[src/hw/rtl/ecd_pkg.sv]
// ecd_pkg: constants and helpers for the epoch-seconds to civil-date pipeline
// reciprocals are worked out at elaboration from the divisors below
// no dependencies
`default_nettype none

package ecd_pkg;

  // seconds to days: 86400 = 2^7 * 675, the power of two is taken off as a shift
  localparam int unsigned SecsShift   = 7;
  localparam int unsigned DayBiasExp  = 23;
  localparam int unsigned DayRecipExp = 34;
  localparam logic [9:0]  DayDiv      = 10'd675;
  // 675 * 2^23, keeps the day quotient non-negative
  localparam logic [33:0] DayBias     = 34'(64'd675 << DayBiasExp);
  localparam logic [24:0] DayRecip    = 25'((64'd1 << DayRecipExp) / 64'd675);

  // day numbers shifted to 0000-03-01 and biased by whole eras
  localparam logic [17:0] EraDays     = 18'd146097;
  localparam logic [6:0]  EraBias     = 7'd40;
  localparam logic [15:0] EraYears    = 16'd400;
  localparam logic [24:0] DnBias      =
    25'((64'd1 << DayBiasExp) - 64'd719468 - 64'd40 * 64'd146097);
  localparam int unsigned EraRecipExp = 24;
  localparam logic [6:0]  EraRecip    = 7'((64'd1 << EraRecipExp) / 64'd146097);

  // year of era
  localparam logic [17:0] Days4Yr     = 18'd1460;
  localparam logic [17:0] Days100Yr   = 18'd36524;
  localparam logic [17:0] DaysEraEnd  = 18'd146096;
  localparam logic [17:0] DaysYear    = 18'd365;
  localparam int unsigned YrRecipExp  = 18;
  localparam logic [7:0]  Recip1460   = 8'((64'd1 << YrRecipExp) / 64'd1460);
  localparam logic [9:0]  Recip365    = 10'((64'd1 << YrRecipExp) / 64'd365);

  // month of the march-based year
  localparam logic [10:0] MonthSpan   = 11'd153;
  localparam int unsigned MpRecipExp  = 16;
  localparam logic [8:0]  Recip153    = 9'((64'd1 << MpRecipExp) / 64'd153);
  localparam logic [3:0]  MpJanuary   = 4'd10;

  // first day of year (march based) of each month index
  function automatic logic [8:0] month_start(input logic [3:0] mp);
    logic [8:0] res;
    case (mp)
      4'd0:    res = 9'd0;
      4'd1:    res = 9'd31;
      4'd2:    res = 9'd61;
      4'd3:    res = 9'd92;
      4'd4:    res = 9'd122;
      4'd5:    res = 9'd153;
      4'd6:    res = 9'd184;
      4'd7:    res = 9'd214;
      4'd8:    res = 9'd245;
      4'd9:    res = 9'd275;
      4'd10:   res = 9'd306;
      4'd11:   res = 9'd337;
      default: res = 9'd0;
    endcase
    return res;
  endfunction

endpackage

`default_nettype wire

[src/hw/rtl/epoch_seconds_to_civil_date.sv]
// epoch_seconds_to_civil_date: seconds since 1970-01-01 to proleptic gregorian date
// stream in, stream out, eighteen register stages
// depends on ecd_pkg
`default_nettype none

// Converts a 40-bit signed count of seconds since 1970-01-01 UTC into year, month and
// day of the proleptic Gregorian calendar. One timestamp is taken every cycle while the
// output side does not stall. Each result passes through a chain of constant divisions
// (by 86400, by the 146097-day era, by 1460 and 365 for the year of era, by 153 for the
// month), each done as a reciprocal multiply followed by one compare-and-subtract
// correction over its own stages. A stall on the output fills empty stages first and
// only then holds off the input. A count of exactly zero gives a result with valid_res
// low and year, month and day at zero.

module epoch_seconds_to_civil_date
  import ecd_pkg::*;
(
  input  wire logic        clk_i,
  input  wire logic        rst_ni,
  input  wire logic        s_axis_tvalid,
  output logic             s_axis_tready,
  input  wire logic [39:0] s_axis_tdata,   // [39:0] seconds
  output logic             m_axis_tvalid,
  input  wire logic        m_axis_tready,
  output logic [31:0]      m_axis_tdata,   // [15:0] year, [19:16] month, [24:20] day,
                                           // [31:25] zero
  output logic             m_axis_tuser    // [0] valid_res
);

  localparam int NS = 18;

  logic [NS:1] v_q;
  logic [NS:1] en;
  logic        zero_q [1:NS-1];

  // stage payloads
  logic [33:0] u1_q, u2_q, u3_q;
  logic [41:0] phi2_q, plo2_q, phi2_d, plo2_d;
  logic [58:0] sum3;
  logic [24:0] q3_q, q3_d, q4_q;
  logic [10:0] r4_q, r4_d;
  logic [23:0] w5_q, w5_d, w6_q;
  logic [30:0] pe6_q, pe6_d;
  logic [6:0]  qe7_q, qe7_d, erap8_q, erap8_d;
  logic [18:0] re7_q, re7_d;
  logic        era_cy;
  logic [17:0] doe8_d;
  logic [17:0] doe_q [8:14];
  logic [15:0] era_m;
  logic [15:0] eb9_d;
  logic [15:0] eb_q [9:17];
  logic [25:0] p9_q, p9_d;
  logic [2:0]  c36_9_q, c36_9_d, c36_10_q;
  logic        c146_9_q, c146_9_d, c146_10_q;
  logic [7:0]  q10_q, q10_d;
  logic [11:0] r10_q, r10_d;
  logic [17:0] n11_q, n11_d, n12_q;
  logic [27:0] p12_q, p12_d;
  logic [9:0]  q13_q, q13_d, r13_q, r13_d;
  logic [8:0]  yoe14_d;
  logic [8:0]  yoe_q [14:17];
  logic [1:0]  c100;
  logic [17:0] yr_days;
  logic [8:0]  doy15_d;
  logic [8:0]  doy_q [15:17];
  logic [10:0] x16_q, x16_d;
  logic [19:0] p16_q, p16_d;
  logic [3:0]  q17_q, q17_d;
  logic [8:0]  r17_q, r17_d;
  logic [3:0]  mp18;
  logic [3:0]  month_d;
  logic [4:0]  day_d;
  logic [15:0] year_d;
  logic        res_valid_q;
  logic [15:0] year_q;
  logic [3:0]  month_q;
  logic [4:0]  day_q;

  // a stage may load when it or any stage after it is empty, or the output moves
  for (genvar k = 1; k <= NS; k++) begin : g_en
    assign en[k] = m_axis_tready | ~(&v_q[NS:k]);
  end

  assign s_axis_tready = en[1];
  assign m_axis_tvalid = v_q[NS];
  assign m_axis_tdata  = {7'd0, day_q, month_q, year_q};
  assign m_axis_tuser  = res_valid_q;

  always_ff @(posedge clk_i or negedge rst_ni) begin
    if (!rst_ni) begin
      v_q <= '0;
    end else begin
      if (en[1]) begin
        v_q[1] <= s_axis_tvalid;
      end
      for (int k = 2; k <= NS; k++) begin
        if (en[k]) begin
          v_q[k] <= v_q[k-1];
        end
      end
    end
  end

  always_comb begin
    // days = floor(seconds / 86400) as a reciprocal product split in two halves
    phi2_d  = 42'(u1_q[33:17]) * 42'(DayRecip);
    plo2_d  = 42'(u1_q[16:0]) * 42'(DayRecip);
    sum3    = (59'(phi2_q) << 17) + 59'(plo2_q);
    q3_d    = sum3[58:34];
    r4_d    = 11'(u3_q - 34'(q3_q) * 34'(DayDiv));
    w5_d    = 24'(q4_q + 25'(r4_q >= 11'(DayDiv)) - DnBias);

    // era and day of era
    pe6_d   = 31'(w5_q) * 31'(EraRecip);
    qe7_d   = pe6_q[30:24];
    re7_d   = 19'(w6_q - 24'(24'(qe7_d) * 24'(EraDays)));
    era_cy  = re7_q >= 19'(EraDays);
    erap8_d = qe7_q + 7'(era_cy);
    doe8_d  = era_cy ? 18'(re7_q - 19'(EraDays)) : 18'(re7_q);

    // year of era
    era_m    = 16'(erap8_q) - 16'(EraBias);
    eb9_d    = 16'(32'(era_m) * 32'(EraYears));
    p9_d     = 26'(doe_q[8]) * 26'(Recip1460);
    c36_9_d  = 3'(doe_q[8] >= Days100Yr) + 3'(doe_q[8] >= 18'(2 * Days100Yr))
             + 3'(doe_q[8] >= 18'(3 * Days100Yr)) + 3'(doe_q[8] >= DaysEraEnd);
    c146_9_d = doe_q[8] == DaysEraEnd;
    q10_d    = p9_q[25:18];
    r10_d    = 12'(doe_q[9] - 18'(18'(q10_d) * Days4Yr));
    n11_d    = doe_q[10] - 18'(q10_q) - 18'(r10_q >= 12'(Days4Yr))
             + 18'(c36_10_q) - 18'(c146_10_q);
    p12_d    = 28'(n11_q) * 28'(Recip365);
    q13_d    = p12_q[27:18];
    r13_d    = 10'(n12_q - 18'(18'(q13_d) * DaysYear));
    yoe14_d  = 9'(q13_q + 10'(r13_q >= 10'(DaysYear)));

    // day of the march-based year
    c100    = 2'(yoe_q[14] >= 9'd100) + 2'(yoe_q[14] >= 9'd200)
            + 2'(yoe_q[14] >= 9'd300);
    yr_days = 18'(18'(yoe_q[14]) * DaysYear) + 18'(yoe_q[14][8:2]) - 18'(c100);
    doy15_d = 9'(doe_q[14] - yr_days);

    // month index, then month, day and year
    x16_d   = 11'(11'(doy_q[15]) * 11'd5 + 11'd2);
    p16_d   = 20'(x16_d) * 20'(Recip153);
    q17_d   = p16_q[19:16];
    r17_d   = 9'(x16_q - 11'(11'(q17_d) * MonthSpan));
    mp18    = q17_q + 4'(r17_q >= 9'(MonthSpan));
    day_d   = 5'(doy_q[17] - month_start(mp18) + 9'd1);
    month_d = (mp18 < MpJanuary) ? 4'(mp18 + 4'd3) : 4'(mp18 - 4'd9);
    year_d  = eb_q[17] + 16'(yoe_q[17]) + 16'(month_d <= 4'd2);
  end

  always_ff @(posedge clk_i) begin
    if (en[1]) begin
      zero_q[1] <= s_axis_tdata == '0;
      // floor by 128, then bias so the remaining division is unsigned
      u1_q      <= {s_axis_tdata[39], s_axis_tdata[39:SecsShift]} + DayBias;
    end
    for (int k = 2; k < NS; k++) begin
      if (en[k]) begin
        zero_q[k] <= zero_q[k-1];
      end
    end
    if (en[2]) begin
      phi2_q <= phi2_d;
      plo2_q <= plo2_d;
      u2_q   <= u1_q;
    end
    if (en[3]) begin
      q3_q <= q3_d;
      u3_q <= u2_q;
    end
    if (en[4]) begin
      q4_q <= q3_q;
      r4_q <= r4_d;
    end
    if (en[5]) begin
      w5_q <= w5_d;
    end
    if (en[6]) begin
      pe6_q <= pe6_d;
      w6_q  <= w5_q;
    end
    if (en[7]) begin
      qe7_q <= qe7_d;
      re7_q <= re7_d;
    end
    if (en[8]) begin
      erap8_q  <= erap8_d;
      doe_q[8] <= doe8_d;
    end
    for (int k = 9; k <= 14; k++) begin
      if (en[k]) begin
        doe_q[k] <= doe_q[k-1];
      end
    end
    if (en[9]) begin
      eb_q[9]  <= eb9_d;
      p9_q     <= p9_d;
      c36_9_q  <= c36_9_d;
      c146_9_q <= c146_9_d;
    end
    for (int k = 10; k <= 17; k++) begin
      if (en[k]) begin
        eb_q[k] <= eb_q[k-1];
      end
    end
    if (en[10]) begin
      q10_q     <= q10_d;
      r10_q     <= r10_d;
      c36_10_q  <= c36_9_q;
      c146_10_q <= c146_9_q;
    end
    if (en[11]) begin
      n11_q <= n11_d;
    end
    if (en[12]) begin
      p12_q <= p12_d;
      n12_q <= n11_q;
    end
    if (en[13]) begin
      q13_q <= q13_d;
      r13_q <= r13_d;
    end
    if (en[14]) begin
      yoe_q[14] <= yoe14_d;
    end
    for (int k = 15; k <= 17; k++) begin
      if (en[k]) begin
        yoe_q[k] <= yoe_q[k-1];
      end
    end
    if (en[15]) begin
      doy_q[15] <= doy15_d;
    end
    for (int k = 16; k <= 17; k++) begin
      if (en[k]) begin
        doy_q[k] <= doy_q[k-1];
      end
    end
    if (en[16]) begin
      x16_q <= x16_d;
      p16_q <= p16_d;
    end
    if (en[17]) begin
      q17_q <= q17_d;
      r17_q <= r17_d;
    end
    if (en[NS]) begin
      // a zero count carries no date
      res_valid_q <= !zero_q[NS-1];
      year_q      <= zero_q[NS-1] ? '0 : year_d;
      month_q     <= zero_q[NS-1] ? '0 : month_d;
      day_q       <= zero_q[NS-1] ? '0 : day_d;
    end
  end

  // a no-date result carries all-zero fields
  a_zero_clean: assert property (@(posedge clk_i) disable iff (!rst_ni)
    m_axis_tvalid && !m_axis_tuser |-> m_axis_tdata == '0)
    else $error("no-date result with non-zero fields");

  // a dated result has a month and a day in range
  a_date_range: assert property (@(posedge clk_i) disable iff (!rst_ni)
    m_axis_tvalid && m_axis_tuser |->
      m_axis_tdata[19:16] != 4'd0 && m_axis_tdata[19:16] <= 4'd12 &&
      m_axis_tdata[24:20] != 5'd0)
    else $error("month or day out of range");

  // year of era and day of year stay inside one era and one year
  a_era_range: assert property (@(posedge clk_i) disable iff (!rst_ni)
    v_q[NS-1] && !zero_q[NS-1] |-> yoe_q[17] <= 9'd399 && doy_q[17] <= 9'd365)
    else $error("year of era or day of year out of range");

endmodule

`default_nettype wire
[config.mk]
export PLATFORM = sky130hd
export DESIGN_NAME = epoch_seconds_to_civil_date
export DESIGN_NICKNAME = d
export VERILOG_FILES = /design/src/hw/rtl/ecd_pkg.sv /design/src/hw/rtl/epoch_seconds_to_civil_date.sv
export SDC_FILE = /design/constraint.sdc
export NUM_CORES = 2
export LEC_CHECK = 0
export ABC_AREA = 1
export ABC_CLOCK_PERIOD_IN_PS = 6800
export BUFFER_PORTS_ARGS = -buffer_cell sky130_fd_sc_hd__buf_2
export CORE_UTILIZATION = 65
export CTS_CLUSTER_DIAMETER = 200
export DETAILED_ROUTE_END_ITERATION = 16
export PLACE_DENSITY = 0.85
export SETUP_SLACK_MARGIN = 0.02
export SLEW_MARGIN = 10
export SYNTH_ARGS = -nofsm -noshare
export SYNTH_HDL_FRONTEND = slang
export SYNTH_SLANG_ARGS = --single-unit
[constraint.sdc]
create_clock -name clk_i -period 6.8 [get_ports clk_i]
set_clock_uncertainty 0.05 [all_clocks]
set_input_delay 1.36 -clock clk_i [delete_from_list [all_inputs] [get_ports clk_i]]
set_output_delay 1.36 -clock clk_i [all_outputs]
set_load 0.02 [all_outputs]
==> key figures <==
Worst setup path
  – Setup CP Type: flip-flop to flip-flop
  – Reg2reg start: u1_q[14]
  – Max stage delay on crit path: 0.58 ns
  – CP Cell Sequence: fa_1, inv_1, fa_1, inv_1, fa_1, inv_1, fa_1, inv_1, fa_1, inv_1, fa_1, inv_1, ha_1, nand2_1, inv_1, a21oi_1, o21bai_1, a21oi_1, nand3_1, nand2_1, nand2_1
  – R2R cell count: 21
  – Worst Setup Start Kind: flip-flop
  – WP buf/inv: 7
  – Stages on the worst setup path: 21
  – Reg-to-reg slack, setup: 1.01 ns
  – CP most frequent cell: inv_1
  – WP data required: 7.15 ns
  – Worst R2R End: plo2_q[39]
  – Crit-path leading delay family: adder cells
  – Maximum fanout along the worst path: 8
  – Critical Path End Type: flip-flop
  – Critical Path AT: 6.15 ns
  – Slowest-stage cell, CP: fa_1

Worst hold path
  – Hold worst-path end: doe_q[1][95]
  – Number of cells on the worst hold path: 0
  – Min-delay src: doe_q[1][77]
  – Worst hold-check path type: flip-flop to flip-flop

Floorplanning
  – Die X: 308 um
  – Total core area: 0.0922 mm^2
  – Die Y: 308 um
  – Die area: 0.0948 mm^2
  – Rows: 111
  – # IOs: 79
  – Initial core utilization: 66.0%

Status
  – Status: finished clean

Clock tree
  – Num CTS Buffers: 78
  – Post-cts resize count: 0
  – Hold Buf Count CTS: 0
  – Post-CTS Setup Repair Bufs: 0
  – Clock sinks: 693
  – Clock insertion delay at the later pin of the skew report: 0.68 ns
  – # H-tree levels: 3
  – CTS tree: built
  – Reg clk slew, reported paths: 0.06 ns
  – CTS max path bufs: 3
  – Clk root buf: clkbuf_16

Detailed routing
  – Drt pass-1 iters: 6
  – Initial drt markers: 3248
  – DR DRC count: 0
  – Final ANT Viol Nets: 0
  – Drt total wl: 143 mm
  – Vias per cell: 5.67
  – Via count: 43.5k
  – Drt wl/cell: 18.6 um

STA
  – Slew HR: 19.0%
  – Post-layout min period: 5.79 ns
  – Final worst-path cycle share: 85.2%
  – Setup violators final: 0
  – FMAX: 173 MHz
  – Endpoints failing hold: 0
  – RSZ-0062 raised after global routing: no
  – Slew @ Worst Pin: 1.21 ns
  – Count of pins over their slew limit: 0
  – Setup_tns: 0 ns

Logic synthesis
  – Syn Inst Count: 6209
  – Area leader, netlist: edfxtp_1
  – Post-synth top area share: 33.3%
  – Largest cells by area after synthesis: edfxtp_1, ha_1, fa_1, inv_1, nand2_1
  – Cell area after synthesis: 0.0608 mm^2
  – Most used DFF post-synth: edfxtp_1
  – Post-Syn Area per Cell: 9.80 um^2
  – Register area share after synthesis: 34.1%
  – Number of distinct library cells after synthesis: 56
  – YS warnings: 0
  – Asr flop ratio synth: 2.60%
  – Flops & latches, synth: 693
  – Post-synth EDFFs: 675

GRT
  – GRT Total Usage: 31.1%
  – GRT overflow: 0
  – Vias in the first global route: 45.6k
  – Largest net degree at the start of global routing: 77
  – Initial antenna violation count: 0
  – First-pass GRT wire length: 231 mm

Cells and area
  – P&R area growth vs syn: 7.55%
  – # nets final: 7848
  – Share of layout cells above drive strength 1: 4.00%
  – Post-layout util: 70.9%
  – Filler cells: 6404
  – Area of the multi-input gates: 0.0349 mm^2
  – ANT cells: 0
  – Register Area: 0.0207 mm^2

Placement
  – Port buffer count: 71
  – Global placement routability congestion: 0.995
  – Hpwl dp: 114 mm

Job
  – Max-Cap Viols: 0
-- cell type report --
cell class              count  share of cell area, %
inverters                1380                   7.92
well taps                1243                   2.38
clock buffers              94                   3.12
repair buffers             86                  0.715
multi-input cells        4129                   53.3
flip-flops and latches    693                   31.7
clock inverters            49                  0.880
-- per-stage QoR --
step	cells	setup slack (ns)	hold slack, ns	cell area [um^2]
after CTS	7674	1.01	0.323	65400
after detailed placement	7531	1.06	0.355	62800
after global placement	7531	1.10	0.350	62800
after floorplan	6215	0.979	0.350	60800
final	7674	1.01	0.326	65400
after global routing	7674	0.553	0.346	65400
-- logic make-up (layout without fill, tap and decap cells) --
| family | count (synthesis) | in the layout | synth area share, % |
|---|---|---|---|
| compound gates | 622 | 622 | 5.78 |
| xor+xnor | 250 | 250 | 3.61 |
| fa+ha+maj | 1436 | 1436 | 35.3 |
| buf+inv | 1393 | 1609 | 8.68 |
| flops | 693 | 693 | 34.1 |
| other cells | 1 | 7 | 0.00617 |
| simple gates | 1814 | 1814 | 12.5 |
-- how the worst max path moves through the flow --
stage	startpoint	to	slack (ns)
final	u1_q[14]	plo2_q[39]	1.01
after global routing	doy_q[15][0]	p16_q[17]	0.55
after CTS	u1_q[14]	plo2_q[39]	1.01
after detailed placement	u1_q[14]	plo2_q[39]	1.06
after global placement	u1_q[14]	plo2_q[39]	1.10
after floorplan	m_axis_tready	s_axis_tready	0.98
-- routing by layer --
| metal | vias to the layer above | track usage [%] | wire length, um |
|---|---|---|---|
| met5 | - | 0 | 0 |
| met4 | 0 | 15.9 | 7570 |
| met3 | 448 | 3.91 | 7990 |
| met2 | 1653 | 55.9 | 72600 |
| met1 | 20800 | 36.5 | 54800 |
| li1 | 20500 | - | - |
-- placed cells by master, fill, tap and decap left out, types with 7 or more instances in the layout --
cell type | Yosys | layout
o211ai_1 | 7 | 7
nand3b_1 | 20 | 20
clkbuf_16 | 0 | 78
inv_1 | 1375 | 1375
conb_1 | 1 | 7
a31oi_1 | 22 | 22
nand2_1 | 1005 | 1001
a21o_1 | 36 | 36
o21bai_1 | 35 | 35
clkbuf_1 | 3 | 13
nand2_2 | 4 | 7
buf_4 | 7 | 15
a21boi_0 | 14 | 14
o21ai_1 | 10 | 10
xor2_1 | 169 | 169
clkinv_2 | 0 | 15
o21a_1 | 8 | 8
a21oi_1 | 279 | 279
nor4_1 | 27 | 27
edfxtp_1 | 675 | 675
nor2_1 | 369 | 369
xnor2_1 | 80 | 80
nor3_1 | 64 | 64
nand3_1 | 228 | 226
buf_2 | 0 | 71
dfrtp_1 | 18 | 18
nand4_1 | 61 | 61
fa_1 | 469 | 469
or2_2 | 12 | 12
o21ai_0 | 179 | 179
ha_1 | 967 | 967
-- registers in the layout, indices dropped and copies added (netlist names), 34 cells and up --
| name | cells |
|---|---|
| yoe_q | 36 |
| eb_q | 108 |
| doe_q | 87 |
| phi2_q | 40 |
| u1_q | 34 |
-- cell usage after synthesis, types with 12 or more instances --
library cell  count
a21oi_1         279
fa_1            469
dfrtp_1          18
xor2_1          169
inv_1          1375
a21boi_0         14
nand2_1        1005
edfxtp_1        675
ha_1            967
o21ai_0         179
a31oi_1          22
xnor2_1          80
nand4_1          61
or2_2            12
nor2_1          369
nand3_1         228
nor4_1           27
o21bai_1         35
nor3_1           64
nand3b_1         20
a21o_1           36
Power is not shown: default switching activity piles up to over one toggle a cycle in this logic, so the estimate is an artifact.
